## config.mk

```make
export PLATFORM = sky130hd
export DESIGN_NAME = mid_side_stereo_width
export DESIGN_NICKNAME = d
export VERILOG_FILES = /design/src/rtl/mssw_pkg.sv /design/src/rtl/mid_side_stereo_width.sv
export SDC_FILE = /design/constraint.sdc
export NUM_CORES = 1
export LEC_CHECK = 0
export BUFFER_PORTS_ARGS = -buffer_cell sky130_fd_sc_hd__buf_2
export CELL_PAD_IN_SITES_DETAIL_PLACEMENT = 1
export CELL_PAD_IN_SITES_GLOBAL_PLACEMENT = 1
export CORE_MARGIN = 2
export CORE_UTILIZATION = 49
export CTS_BUF_LIST = sky130_fd_sc_hd__clkbuf_16
export DETAILED_ROUTE_END_ITERATION = 12
export PLACE_DENSITY = 0.83
export SLEW_MARGIN = 20
export SYNTH_ARGS = -nofsm -noshare
export SYNTH_HDL_FRONTEND = slang
export SYNTH_SLANG_ARGS = --single-unit
```

## constraint.sdc

```tcl
create_clock -name clk -period 9.16 [get_ports clk]
set_input_delay 1.832 -clock clk [delete_from_list [all_inputs] [get_ports clk]]
set_output_delay 1.832 -clock clk [all_outputs]
set_load 0.01 [all_outputs]
```

## src/rtl/mssw_pkg.sv

```systemverilog
// Package for the mid/side stereo width block: beat types, register map,
// sequencer states and fixed widths. No dependencies.
package mssw_pkg;

	localparam int SAMPLE_W = 16;
	localparam int PEAK_W = 16;
	localparam int GAIN_FRAC_BITS_DEF = 14;
	localparam int CFG_DATA_W = 32;
	localparam int CFG_ADDR_W = 4;

	typedef enum logic [1:0] {
		REG_STEREO_WIDTH = 2'd0,
		REG_CENTER_GAIN  = 2'd1,
		REG_SIDE_GAIN    = 2'd2,
		REG_PHASE_FIX    = 2'd3
	} reg_idx_t;

	typedef enum logic [2:0] {
		ST_IDLE,
		ST_GAIN,
		ST_MID,
		ST_SIDE,
		ST_OUT
	} seq_state_t;

	typedef struct packed {
		logic signed [SAMPLE_W-1:0] left_in;
		logic signed [SAMPLE_W-1:0] right_in;
		logic                       block_last;
	} in_beat_t;

	typedef struct packed {
		logic signed [SAMPLE_W-1:0] left_out;
		logic signed [SAMPLE_W-1:0] right_out;
		logic [PEAK_W-1:0]          mid_peak;
		logic [PEAK_W-1:0]          side_peak;
		logic                       out_last;
	} out_beat_t;

endpackage

```

## src/rtl/mid_side_stereo_width.sv

```systemverilog
// Top level of the mid/side stereo width block with its APB register file.
// Depends on mssw_pkg for beat types, register indexes and sequencer states.
//
// The input stage splits each accepted stereo pair into mid and side, then a
// sequencer runs one shared multiplier for four steps in turn (combined
// side gain, scaled mid, scaled side, output and peak update). A stalled
// output holds the last step until the output register frees. The input
// takes a new pair only while the sequencer is idle; the finished result
// waits in the output register meanwhile. Gains are unsigned fixed point
// with GAIN_FRAC_BITS fractional bits; writes above 3.0 (width) or 2.0
// (center and side gain) are clamped. Block peaks clear after a pair marked
// last.
module mid_side_stereo_width import mssw_pkg::*; #(
	parameter int GAIN_FRAC_BITS = GAIN_FRAC_BITS_DEF
) (
	input  logic                  clk,
	input  logic                  arst_n,
	input  logic                  in_valid,
	output logic                  in_stall,
	input  in_beat_t              in_data,
	output logic                  out_valid,
	input  logic                  out_stall,
	output out_beat_t             out_data,
	input  logic                  psel,
	input  logic                  penable,
	input  logic                  pwrite,
	input  logic [CFG_ADDR_W-1:0] paddr,
	input  logic [CFG_DATA_W-1:0] pwdata,
	output logic [CFG_DATA_W-1:0] prdata,
	output logic                  pready
);

	localparam int SW = SAMPLE_W;
	localparam int GF = GAIN_FRAC_BITS;
	localparam int RW = (GF + 2 > 16) ? GF + 2 : 16;
	localparam int GW = GF + 3;
	localparam int AW = (SW + 1 > RW + 1) ? SW + 1 : RW + 1;
	localparam int BW = (GW > RW) ? GW : RW;
	localparam int PW = AW + BW + 1;
	localparam int MW = SW + 4;
	localparam int MAGW = (MW > PEAK_W + 1) ? MW : PEAK_W + 1;
	localparam logic [31:0] GAIN_ONE = 32'd1 << GF;
	localparam logic [31:0] WIDTH_MAX = 32'd3 << GF;
	localparam logic [31:0] LEVEL_MAX = 32'd2 << GF;
	localparam logic [GW-1:0] G_MAX = GW'(6) << GF;

	function automatic logic [SW-1:0] sat_sample(input logic [MW:0] v);
		logic ovf;
		ovf = (v[MW:SW-1] != {(MW-SW+2){v[MW]}});
		if (ovf) begin
			return v[MW] ? {1'b1, {(SW-1){1'b0}}} : {1'b0, {(SW-1){1'b1}}};
		end
		return v[SW-1:0];
	endfunction

	function automatic logic [PEAK_W-1:0] sat_peak(input logic signed [MW-1:0] v);
		logic signed [MW-1:0] a;
		logic [MAGW-1:0] m;
		a = v[MW-1] ? -v : v;
		m = MAGW'(a);
		return (m > MAGW'({PEAK_W{1'b1}})) ? {PEAK_W{1'b1}} : m[PEAK_W-1:0];
	endfunction

	// Register file
	logic [RW-1:0] stereo_width_q, center_gain_q, side_gain_q;
	logic          phase_fix_q;
	logic [31:0]   wr_val, sw_wr, cg_wr, sg_wr;
	logic          cfg_wr;
	reg_idx_t      cfg_idx;

	assign pready = 1'b1;
	assign cfg_wr = psel && penable && pwrite && pready;
	assign cfg_idx = reg_idx_t'(paddr[3:2]);
	assign wr_val = 32'(pwdata[15:0]);
	assign sw_wr = (wr_val > WIDTH_MAX) ? WIDTH_MAX : wr_val;
	assign cg_wr = (wr_val > LEVEL_MAX) ? LEVEL_MAX : wr_val;
	assign sg_wr = cg_wr;

	always_ff @(posedge clk or negedge arst_n) begin
		if (!arst_n) begin
			stereo_width_q <= GAIN_ONE[RW-1:0];
			center_gain_q <= GAIN_ONE[RW-1:0];
			side_gain_q <= GAIN_ONE[RW-1:0];
			phase_fix_q <= 1'b0;
		end else if (cfg_wr) begin
			unique case (cfg_idx)
				REG_STEREO_WIDTH: stereo_width_q <= sw_wr[RW-1:0];
				REG_CENTER_GAIN:  center_gain_q <= cg_wr[RW-1:0];
				REG_SIDE_GAIN:    side_gain_q <= sg_wr[RW-1:0];
				REG_PHASE_FIX:    phase_fix_q <= pwdata[0];
				default: ;
			endcase
		end
	end

	always_comb begin
		unique case (cfg_idx)
			REG_STEREO_WIDTH: prdata = CFG_DATA_W'(stereo_width_q);
			REG_CENTER_GAIN:  prdata = CFG_DATA_W'(center_gain_q);
			REG_SIDE_GAIN:    prdata = CFG_DATA_W'(side_gain_q);
			REG_PHASE_FIX:    prdata = CFG_DATA_W'(phase_fix_q);
			default:          prdata = '0;
		endcase
	end

	// Sequencer and datapath
	seq_state_t state_q, state_d;
	logic       in_acc, out_free, out_load;
	logic       g_en, ms_en, ss_en;
	logic signed [AW-1:0] mul_a;
	logic [BW-1:0]        mul_b;
	logic signed [PW-1:0] prod, prod_sh;

	logic signed [SW:0]   sum_lr, dif_lr, mid_c, side_h, side_c, mid_mag, side_mag;
	logic                 flip;
	logic signed [AW-1:0] mid_q, side_q;
	logic                 last_q;
	logic [GW-1:0]        g_q;
	logic signed [MW-1:0] ms_q, ss_q;
	logic [MW:0]          left_sum, right_sum;
	logic [PEAK_W-1:0]    pm, ps, mid_pk_new, side_pk_new;
	logic [PEAK_W-1:0]    mid_peak_q, side_peak_q;
	logic                 out_valid_q;
	out_beat_t            out_data_q, out_d;

	assign in_acc = in_valid && !in_stall;
	assign out_free = !out_valid_q || !out_stall;

	always_comb begin
		state_d = state_q;
		unique case (state_q)
			ST_IDLE: if (in_valid) state_d = ST_GAIN;
			ST_GAIN: state_d = ST_MID;
			ST_MID:  state_d = ST_SIDE;
			ST_SIDE: state_d = ST_OUT;
			ST_OUT:  if (out_free) state_d = ST_IDLE;
			default: state_d = ST_IDLE;
		endcase
	end

	always_comb begin
		in_stall = 1'b1;
		g_en = 1'b0;
		ms_en = 1'b0;
		ss_en = 1'b0;
		out_load = 1'b0;
		mul_a = mid_q;
		mul_b = BW'(center_gain_q);
		unique case (state_q)
			ST_IDLE: in_stall = 1'b0;
			ST_GAIN: begin
				g_en = 1'b1;
				mul_a = AW'(stereo_width_q);
				mul_b = BW'(side_gain_q);
			end
			ST_MID: begin
				ms_en = 1'b1;
				mul_a = mid_q;
				mul_b = BW'(center_gain_q);
			end
			ST_SIDE: begin
				ss_en = 1'b1;
				mul_a = side_q;
				mul_b = BW'(g_q);
			end
			ST_OUT:  out_load = out_free;
			default: ;
		endcase
	end

	always_ff @(posedge clk or negedge arst_n) begin
		if (!arst_n) begin
			state_q <= ST_IDLE;
		end else begin
			state_q <= state_d;
		end
	end

	// Split into mid and side; antiphase fix flips side when mid is negative
	// and side is the larger of the two.
	assign sum_lr = {in_data.left_in[SW-1], in_data.left_in}
		+ {in_data.right_in[SW-1], in_data.right_in};
	assign dif_lr = {in_data.left_in[SW-1], in_data.left_in}
		- {in_data.right_in[SW-1], in_data.right_in};
	assign mid_c = sum_lr >>> 1;
	assign side_h = dif_lr >>> 1;
	assign mid_mag = mid_c[SW] ? -mid_c : mid_c;
	assign side_mag = side_h[SW] ? -side_h : side_h;
	assign flip = phase_fix_q && mid_c[SW] && (unsigned'(side_mag) > unsigned'(mid_mag));
	assign side_c = flip ? -side_h : side_h;

	assign prod = mul_a * $signed({1'b0, mul_b});
	assign prod_sh = prod >>> GF;

	always_ff @(posedge clk) begin
		if (in_acc) begin
			mid_q <= AW'(mid_c);
			side_q <= AW'(side_c);
			last_q <= in_data.block_last;
		end
		if (g_en) g_q <= prod_sh[GW-1:0];
		if (ms_en) ms_q <= prod_sh[MW-1:0];
		if (ss_en) ss_q <= prod_sh[MW-1:0];
	end

	assign left_sum = {ms_q[MW-1], ms_q} + {ss_q[MW-1], ss_q};
	assign right_sum = {ms_q[MW-1], ms_q} - {ss_q[MW-1], ss_q};
	assign pm = sat_peak(ms_q);
	assign ps = sat_peak(ss_q);
	assign mid_pk_new = (pm > mid_peak_q) ? pm : mid_peak_q;
	assign side_pk_new = (ps > side_peak_q) ? ps : side_peak_q;

	always_comb begin
		out_d.left_out = sat_sample(left_sum);
		out_d.right_out = sat_sample(right_sum);
		out_d.mid_peak = mid_pk_new;
		out_d.side_peak = side_pk_new;
		out_d.out_last = last_q;
	end

	always_ff @(posedge clk or negedge arst_n) begin
		if (!arst_n) begin
			mid_peak_q <= '0;
			side_peak_q <= '0;
			out_valid_q <= 1'b0;
		end else begin
			if (out_load) begin
				mid_peak_q <= last_q ? '0 : mid_pk_new;
				side_peak_q <= last_q ? '0 : side_pk_new;
				out_valid_q <= 1'b1;
			end else if (!out_stall) begin
				out_valid_q <= 1'b0;
			end
		end
	end

	always_ff @(posedge clk) begin
		if (out_load) out_data_q <= out_d;
	end

	assign out_valid = out_valid_q;
	assign out_data = out_data_q;

	// A finished step always lands in the output register.
	a_out_load: assert property (@(posedge clk) disable iff (!arst_n)
		state_q == ST_OUT && out_free |=> out_valid_q)
		else $error("result step did not load the output register");

	// Peaks start over after the beat that closes a block.
	a_peak_clear: assert property (@(posedge clk) disable iff (!arst_n)
		out_load && last_q |=> mid_peak_q == '0 && side_peak_q == '0)
		else $error("block peaks not cleared after last beat");

	// Within a block the running peak never falls below the reported one.
	a_peak_mono: assert property (@(posedge clk) disable iff (!arst_n)
		out_valid_q && !out_data_q.out_last |->
		mid_peak_q >= out_data_q.mid_peak && side_peak_q >= out_data_q.side_peak)
		else $error("running peak below reported peak");

	// Clamped gains keep the combined side gain within six.
	a_g_range: assert property (@(posedge clk) disable iff (!arst_n)
		state_q == ST_SIDE |-> g_q <= G_MAX)
		else $error("combined side gain out of range");

endmodule
```

== After elaboration in Yosys (flattened, before gate mapping) ==
Cells that the tools add are included.
Word-level totals
  bits in registers: 241
  word-level logic and storage cells: 96
  output and inout port bits: 100
Cells by class
  multiply operators: 1
  muxes and demuxes: 34
  equality and inequality tests: 12
  magnitude comparators: 7
  reduce and logical (&&, ||, !) cells: 15
  $add $sub $neg: 8
Operators by type and width (count)
  $mux 16: 14
  $pmux 32 s4: 1
  $pmux 17 s2: 2
  $mux 17: 3
  $gt 20x16->1 const B: 2
  $mux 20: 2
  $neg 20->20: 2
  $mul 17x18->34: 1
  $neg 16->17: 2
  $gt 16x16->1: 2
  $gt 16x16->1 const B: 2
  $add 20x20->21: 1
  $sub 20x20->21: 1
  $add 16x16->17: 1
  $gt 17x17->1: 1
  $sub 16x16->17: 1
  $pmux 3 s5: 1
  $ne 5x5->1: 2
  $reduce_and 2->1: 5
  $mux 1: 9
  $eq 3x2->1 const B: 2
  $mux 3: 2
  $logic_and 1x1->1: 5
  $eq 2x2->1 const B: 2
  other kinds (9): 11

== Logic depth before layout (Yosys ltp) ==
Gate-level depths: netlist (run 1).
  depth in word-level cells: 7
  gate-level depth with buffers: 30
  depth with buffers taken out: 27

== Worst setup path before layout (run 1) ==
OpenSTA, ideal clock, no wires.
  kind: register to register
  from: register state_q[1]
  to: register g_q[11] (data pin)
  period minus slack after synthesis: 7.509 ns
  required time: 8.893 ns
  arrival: 7.242 ns
  setup slack: 1.651 ns
  stages on the path, launching flop included: 29
  library setup time: 0.267 ns
  cell sequence: dfrtp_1 clkbuf_1 buf_1 mux2i_1 nor2_1 a21oi_1 clkbuf_1 nor2_1 fa_1 inv_1 fa_1 inv_1 ha_1 fa_1 inv_1 fa_1 fa_1 inv_1 ha_1 a211o_1 a2111oi_0 o31ai_1 a31oi_1 a2bb2oi_1 and2_1 a41o_1 and2_1 a21oi_1 xnor2_1
Between the ends
  word-level cells in the longest chain between the ends: 3
  elaborated cells on any way between the ends: 5
  those cells by class: 1 x mul; 2 x eq/ne; 2 x mux
Ends and longest elaborated chain
  start: declaration: line mid_side_stereo_width.sv:107  | seq_state_t state_q, state_d;
  start signal: assignment: line mid_side_stereo_width.sv:175  | state_q <= state_d;
  $eq 3x2->1 / $eq 3x1->1 (equally long branches): line mid_side_stereo_width.sv:149  | unique case (state_q)
  $pmux 17 s2: line mid_side_stereo_width.sv:149
  $mul 17x18->34 *: line mid_side_stereo_width.sv:192  | assign prod = mul_a * $signed({1'b0, mul_b});
  named net prod[25]: line mid_side_stereo_width.sv:112  | logic signed [PW-1:0] prod, prod_sh;
  end signal: assignment: line mid_side_stereo_width.sv:201  | if (g_en) g_q <= prod_sh[GW-1:0];
  end: declaration: line mid_side_stereo_width.sv:118  | logic [GW-1:0] g_q;
Mark *: on every way through the listed nets, which the timed path passes. The rest lies on a longest branch.
A chain may end at the register's enable or synchronous reset.

== Worst setup path after layout (run 1) ==
  from: register state_q[1]
  to: register ss_q[8] (data pin)
Between the ends
  word-level cells in the longest chain between the ends: 3
  elaborated cells on any way between the ends: 5
  those cells by class: 1 x mul; 2 x eq/ne; 2 x mux
Ends and longest elaborated chain
  $eq 3x2->1 / $eq 3x1->1 (equally long branches): line mid_side_stereo_width.sv:149
  $pmux 17 s2: line mid_side_stereo_width.sv:149
  $mul 17x18->34 *: line mid_side_stereo_width.sv:192
  named net prod[22]: line mid_side_stereo_width.sv:112
  end signal: assignment: line mid_side_stereo_width.sv:203  | if (ss_en) ss_q <= prod_sh[MW-1:0];
  end: declaration: line mid_side_stereo_width.sv:119  | logic signed [MW-1:0] ms_q, ss_q;
Marks and branches as above.

==> flow_summary_export.csv, run 1 <==
group,metric,value,unit
layout,syn_to_layout_area_delta,9.94,%
clocking,worstSkewPairLatency,0.59,ns
detailed_routing,drt-total-wl,80800,µm
sta,timing.slew.headroom,0.224,
sta,hold_viol_final,0,
yosys,synth-seq-cells,241,
yosys,syn_area,25300,µm²
critical_path,critPathMostFrequentCell,"sky130_fd_sc_hd__fa_1",
layout,most_common_cell_after_layout_fill_and_taps_aside,"sky130_fd_sc_hd__inv_1",
detailed_routing,drt-initial-drc-count,1220,
yosys,post-synth-top-area-cell,"sky130_fd_sc_hd__edfxtp_1",
clocking,post-cts-setup-buffers,0,
floorplanning,die_h,231,µm
detailed_routing,drc_errors,0,
detailed_routing,route.antenna.remaining_nets,0,
critical_path,critical-path-slowest-cell,"sky130_fd_sc_hd__dfrtp_2",
flow_run,maxCapViolations,0,
critical_path,worst-r2r-setup-slack,0.32,ns
critical_path,setup.worst_path.class,"reg -> reg",
sta,fin_crit,8.84,ns
yosys,synth_top_cells_by_area,"sky130_fd_sc_hd__edfxtp_1, sky130_fd_sc_hd__fa_1, sky130_fd_sc_hd__ha_1",
layout,num-fill-cells,5900,
layout,layout.core_utilization,0.543,
grt,grt.total_usage,0.305,
critical_path,critPathLaunchType,"flip-flop",
floorplanning,core-area,51200,µm²
critical_path,cp.arrival,9.11,ns
place,number_of_port_buffers,140,
sta,fin_setup_tns,0,ns
clocking,clk_pin_slew,0.06,ns
min_path,hold_path_class,"reg -> reg",
critical_path,slowest_delay,0.70,ns
layout,layout.cell_area.non_filler,27800,µm²
clocking,cts.root.buffer_cell,"sky130_fd_sc_hd__clkbuf_16",
sta,period_share,0.965,
sta,grt_setup_unrepaired,"false",
yosys,synth_edf_count,156,
critical_path,cp_max_fo,18,
clocking,cts_sinks,241,
yosys,synth-warning-count,0,
sta,final-max-slew-violation-count,0,
place,place.detailed.instances,3502,
sta,fin_worst_skew,0.0302,ns
status,run_status,"finished clean",
detailed_routing,drt_pre_antenna_iters,5,
yosys,post-synth-top-area-fraction,0.185,
detailed_routing,route.detailed.vias_per_inst,5.86,
clocking,ctsHtreeMaxLevel,1,
critical_path,worstSetupEndpointType,"flip-flop",
layout,post_route_cells_drive_above_1_share,0.103,
clocking,cts_inserted_buffers,28,
grt,first_global_vias,22900,
layout,n_antenna_cell,0,
grt,global_route_wire_length_before_repair,127000,µm
sta,max_freq,0.113,GHz
layout,final_nets,3399,
yosys,synthDistinctLibCells,85,
place,routabilityCongestion,0.939,
clocking,maximum_buffer_depth_of_the_clock_tree,3,
layout,layout_common_cells,"sky130_fd_sc_hd__inv_1, sky130_fd_sc_hd__nand2_1, sky130_fd_sc_hd__nor2_1",
detailed_routing,detailroute.via_count,20800,
critical_path,worst_ep_required_time,9.42,ns
yosys,synth_sequential_area_ratio,0.270,
grt,grt_max_degree,75,
sta,worst_pin_slew,1.16,ns
floorplanning,floorplan.io_pins,176,
yosys,post_synth.cell_area_avg,9.28,µm²
floorplanning,initial_core_utilization,0.494,
yosys,synthFlopType,"sky130_fd_sc_hd__edfxtp_1",
layout,final-instance-count-excl-fill,3554,
grt,antenna_violations_before_repair,3,
yosys,postSynthCellCount,2723,
grt,gr-total-overflow,0,
place,placedInstanceArea,26900,µm²
floorplanning,dieArea,53400,µm²
place,detailed_place_hpwl,65000,µm
floorplanning,die_w,231,µm
yosys,synth-async-reset-ratio,0.353,
sta,total_setup_violations_reported_at_the_end_of_the_flow,0,
detailed_routing,routedWlPerCell,22.7,µm
clocking,tritoncts,"done",
floorplanning,placement_rows,83,
==> stage by stage <==
| step | setup slack, ns | hold slack, ns |
|---|---|---|
| detailed placement | 0.267 | 0.485 |
| finish | 0.317 | 0.503 |
| global route | 0.124 | 0.521 |
| global placement | 0.675 | 0.483 |
| CTS | 0.182 | 0.504 |
| floorplan | 1.65 | 0.424 |
==> registers in the layout (all words and copies together) (netlist names) <==
name            count
last_q              1
stereo_width_q     16
g_q                17
ss_q               20
mid_q              16
side_gain_q        16
mid_peak_q         16
side_peak_q        16
center_gain_q      16
out_data           65
side_q             17
state_q             3
out_valid           1
ms_q               20
phase_fix_q         1
==> synth_stat cells, drive strengths merged (24+ instances only) <==
| master | n |
|---|---|
| inv | 372 |
| nand2 | 317 |
| nor2 | 275 |
| ha | 244 |
| fa | 227 |
| edfxtp | 156 |
| o21ai | 131 |
| xnor2 | 105 |
| a21oi | 90 |
| clkbuf | 85 |
| dfrtp | 82 |
| mux2i | 68 |
| o21a | 46 |
| a22o | 41 |
| nor3 | 38 |
| xor2 | 38 |
| buf | 34 |
| a21o | 32 |
| o211ai | 24 |
==> final cells by class <==
class	instances	area, µm²	area share
Clock buffer	28	701	0.0252
Clock inverter	24	221	0.00797
Inverter	376	1410	0.0508
Multi-Input combinational cell	2003	16600	0.598
Sequential cell	241	6820	0.245
Tap cell	680	851	0.0306
Timing Repair Buffer	202	1170	0.0420
==> worst max-delay path, delay by kind of cell (launching register included) <==
family | cells | cell delay, ns
xor gates and xnor gates | 1 | 0.36
DFF | 1 | 0.70
and+or+nand+nor | 3 | 0.56
buffers and inverters | 5 | 0.59
adders and majority gates | 7 | 3.10
muxes | 1 | 0.29
AOI/OAI and AO/OA | 8 | 2.89
==> cell families after synthesis <==
kind of cell,count (synthesis),share of synthesized area
buffers and inverters,495,0.0769
AOI/OAI and AO/OA,489,0.132
xor gates and xnor gates,143,0.0495
and+or+nand+nor,803,0.139
muxes,79,0.0323
other,2,0.000297
DFF,241,0.270
adders and majority gates,471,0.301
==> per-layer routing <==
layer  wire length, µm  GRT usage
met5                 0          0
met4              4520      0.157
met3              4090     0.0340
met2             41900      0.564
met1             30300      0.347
==> worst paths after layout <==
path	endpoint	from	depth (start not counted)
max	ss_q[8]	state_q[1]	25
min	side_peak_q[6]	side_peak_q[6]	1
max reg2reg	ss_q[8]	state_q[1]	25
min reg2reg	side_peak_q[6]	side_peak_q[6]	1
max in group asynchronous	state_q[1]	arst_n	2
min in group asynchronous	mid_peak_q[9]	arst_n	1
==> what timing repair did <==
action,in CTS,in global routing
hold endpoints to repair,0,0
setup endpoints to repair,0,12
hold buffers,0,0
resized for setup,0,1
Power of run 1 is not shown: default switching activity piles up to over one toggle a cycle in this logic, so the estimate is an artifact.
==> run 2, diff against run 1 <==
- CORE_UTILIZATION: 49 -> 45
- PLACE_DENSITY: 0.83 -> 0.77
- SLEW_MARGIN: 20 -> 25
==> flow_summary_export.csv, run 2 (same netlist as run 1, synthesis figures left out) <==
group,metric,value,unit
sta,hold_viol_final,0,
place,detailed_place_hpwl,64500,µm
layout,seqCellArea,6820,µm²
grt,grt.total_usage,0.283,
place,placedInstanceArea,27000,µm²
layout,most_common_cell_after_layout_fill_and_taps_aside,"sky130_fd_sc_hd__inv_1",
sta,fin_worst_skew,0.0425,ns
layout,n_antenna_cell,0,
critical_path,cp_max_fo,31,
sta,timing.final.ws_setup,0.790,ns
sta,fin_crit,8.37,ns
sta,timing.slew.headroom,0.320,
floorplanning,die_h,241,µm
layout,post_route_cells_drive_above_1_share,0.104,
place,number_of_port_buffers,140,
critical_path,slowest_delay,0.62,ns
layout,largest_register_ffs,65,
clocking,cts.root.buffer_cell,"sky130_fd_sc_hd__clkbuf_16",
clocking,worstSkewPairLatency,0.59,ns
sta,final-max-slew-violation-count,0,
clocking,number_of_gates_resized_after_cts,0,
place,routabilityCongestion,0.956,
detailed_routing,detailroute.via_count,20700,
layout,layout.cell_area.non_filler,27900,µm²
clocking,cts_inserted_buffers,28,
sta,total_setup_violations_reported_at_the_end_of_the_flow,0,
layout,final_nets,3402,
floorplanning,initial_core_utilization,0.457,
detailed_routing,drt-initial-drc-count,1122,
layout,num-fill-cells,6480,
clocking,cts_hold_buf,0,
min_path,hold_path_class,"reg -> reg",
place,worst_setup_slack_before_clock_tree_synthesis,0.939,ns
detailed_routing,drt-total-wl,81200,µm
layout,multi_input_comb_area,16600,µm²
grt,antenna_violations_before_repair,0,
critical_path,worst_ep_required_time,9.41,ns
sta,max_freq,0.119,GHz
clocking,post-cts-setup-buffers,0,
floorplanning,dieArea,58100,µm²
layout,final-instance-count-excl-fill,3625,
sta,grt_setup_unrepaired,"false",
sta,fin_setup_tns,0,ns
status,run_status,"finished clean",
sta,worst_pin_slew,1.02,ns
critical_path,critPathMostFrequentCell,"sky130_fd_sc_hd__fa_1",
grt,global_route_wire_length_before_repair,126000,µm
min_path,hold_path_depth,1,
clocking,cts_sinks,241,
critical_path,critPathLaunchType,"flip-flop",
critical_path,setup.worst_path.class,"reg -> reg",
clocking,tritoncts,"done",
detailed_routing,routedWlPerCell,22.4,µm
sta,period_share,0.914,
detailed_routing,drt_pre_antenna_iters,5,
grt,first_global_vias,22500,
detailed_routing,route.antenna.remaining_nets,0,
detailed_routing,drc_errors,0,
grt,gr-total-overflow,0,
critical_path,rr_worst_depth,26,
critical_path,critical-path-slowest-cell,"sky130_fd_sc_hd__xor2_1",
critical_path,cp.arrival,8.62,ns
floorplanning,die_w,241,µm
grt,grt_max_degree,75,
floorplanning,core-area,55300,µm²
flow_run,maxCapViolations,0,
clocking,maximum_buffer_depth_of_the_clock_tree,3,
floorplanning,floorplan.io_pins,176,
place,place.detailed.instances,3572,
layout,syn_to_layout_area_delta,10.5,%
layout,layout_common_cells,"sky130_fd_sc_hd__inv_1, sky130_fd_sc_hd__nand2_1, sky130_fd_sc_hd__nor2_1",
clocking,clk_pin_slew,0.06,ns
clocking,ctsHtreeMaxLevel,1,
detailed_routing,route.detailed.vias_per_inst,5.71,
critical_path,worstSetupEndpointType,"flip-flop",
floorplanning,placement_rows,86,
## run 2: cell count changes in the layout (fill, tap and decap cells not counted), sizes merged
cell,before,now
clkinv,18,15
clkinvlp,1,2
inv,378,380
buf,202,205
## run 2: worst max-delay path: cells and delay by family, from the launching register on
kind	cells	cell delay, ns
AOI/OAI and AO/OA	7	1.61
adders and majority gates	7	3.47
buffers and inverters	7	0.98
and+or+nand+nor	4	0.93
DFF	1	0.46
xor gates and xnor gates	1	0.62
## run 2: worst paths after layout
path / startpoint / end / slack, ns
worst max register to register: state_q[2] / ms_q[7] / 0.79
worst min-delay path: side_peak_q[14] / side_peak_q[14] / 0.50
worst min register to register: side_peak_q[14] / side_peak_q[14] / 0.50
worst max-delay path: state_q[2] / ms_q[7] / 0.79
min in group asynchronous: arst_n / mid_peak_q[8] / 1.24
max in group asynchronous: arst_n / state_q[1] / 6.78
## run 2: area by class of cell
| cell class | instances | area share |
|---|---|---|
| Multi-Input combinational cell | 2003 | 0.595 |
| Clock inverter | 24 | 0.00793 |
| Sequential cell | 241 | 0.244 |
| Clock buffer | 28 | 0.0251 |
| Tap cell | 748 | 0.0335 |
| Timing Repair Buffer | 205 | 0.0436 |
| Inverter | 376 | 0.0505 |
## run 2: stage by stage
stage,utilization,hold WS [ns]
after detailed placement,0.488,0.482
after floorplan,-,0.424
after global routing,0.505,0.519
after CTS,0.504,0.503
final,0.505,0.504
after global placement,0.487,0.484
## run 2: metal layers
| metal | vias to the layer above | global-route usage | share of wire |
|---|---|---|---|
| li1 | 9348 | - | - |
| met1 | 10500 | 0.319 | 0.38 |
| met2 | 609 | 0.525 | 0.52 |
| met3 | 244 | 0.0302 | 0.044 |
| met4 | 0 | 0.147 | 0.057 |
| met5 | - | 0 | 0 |
Power of run 2 is left out for the same reason.
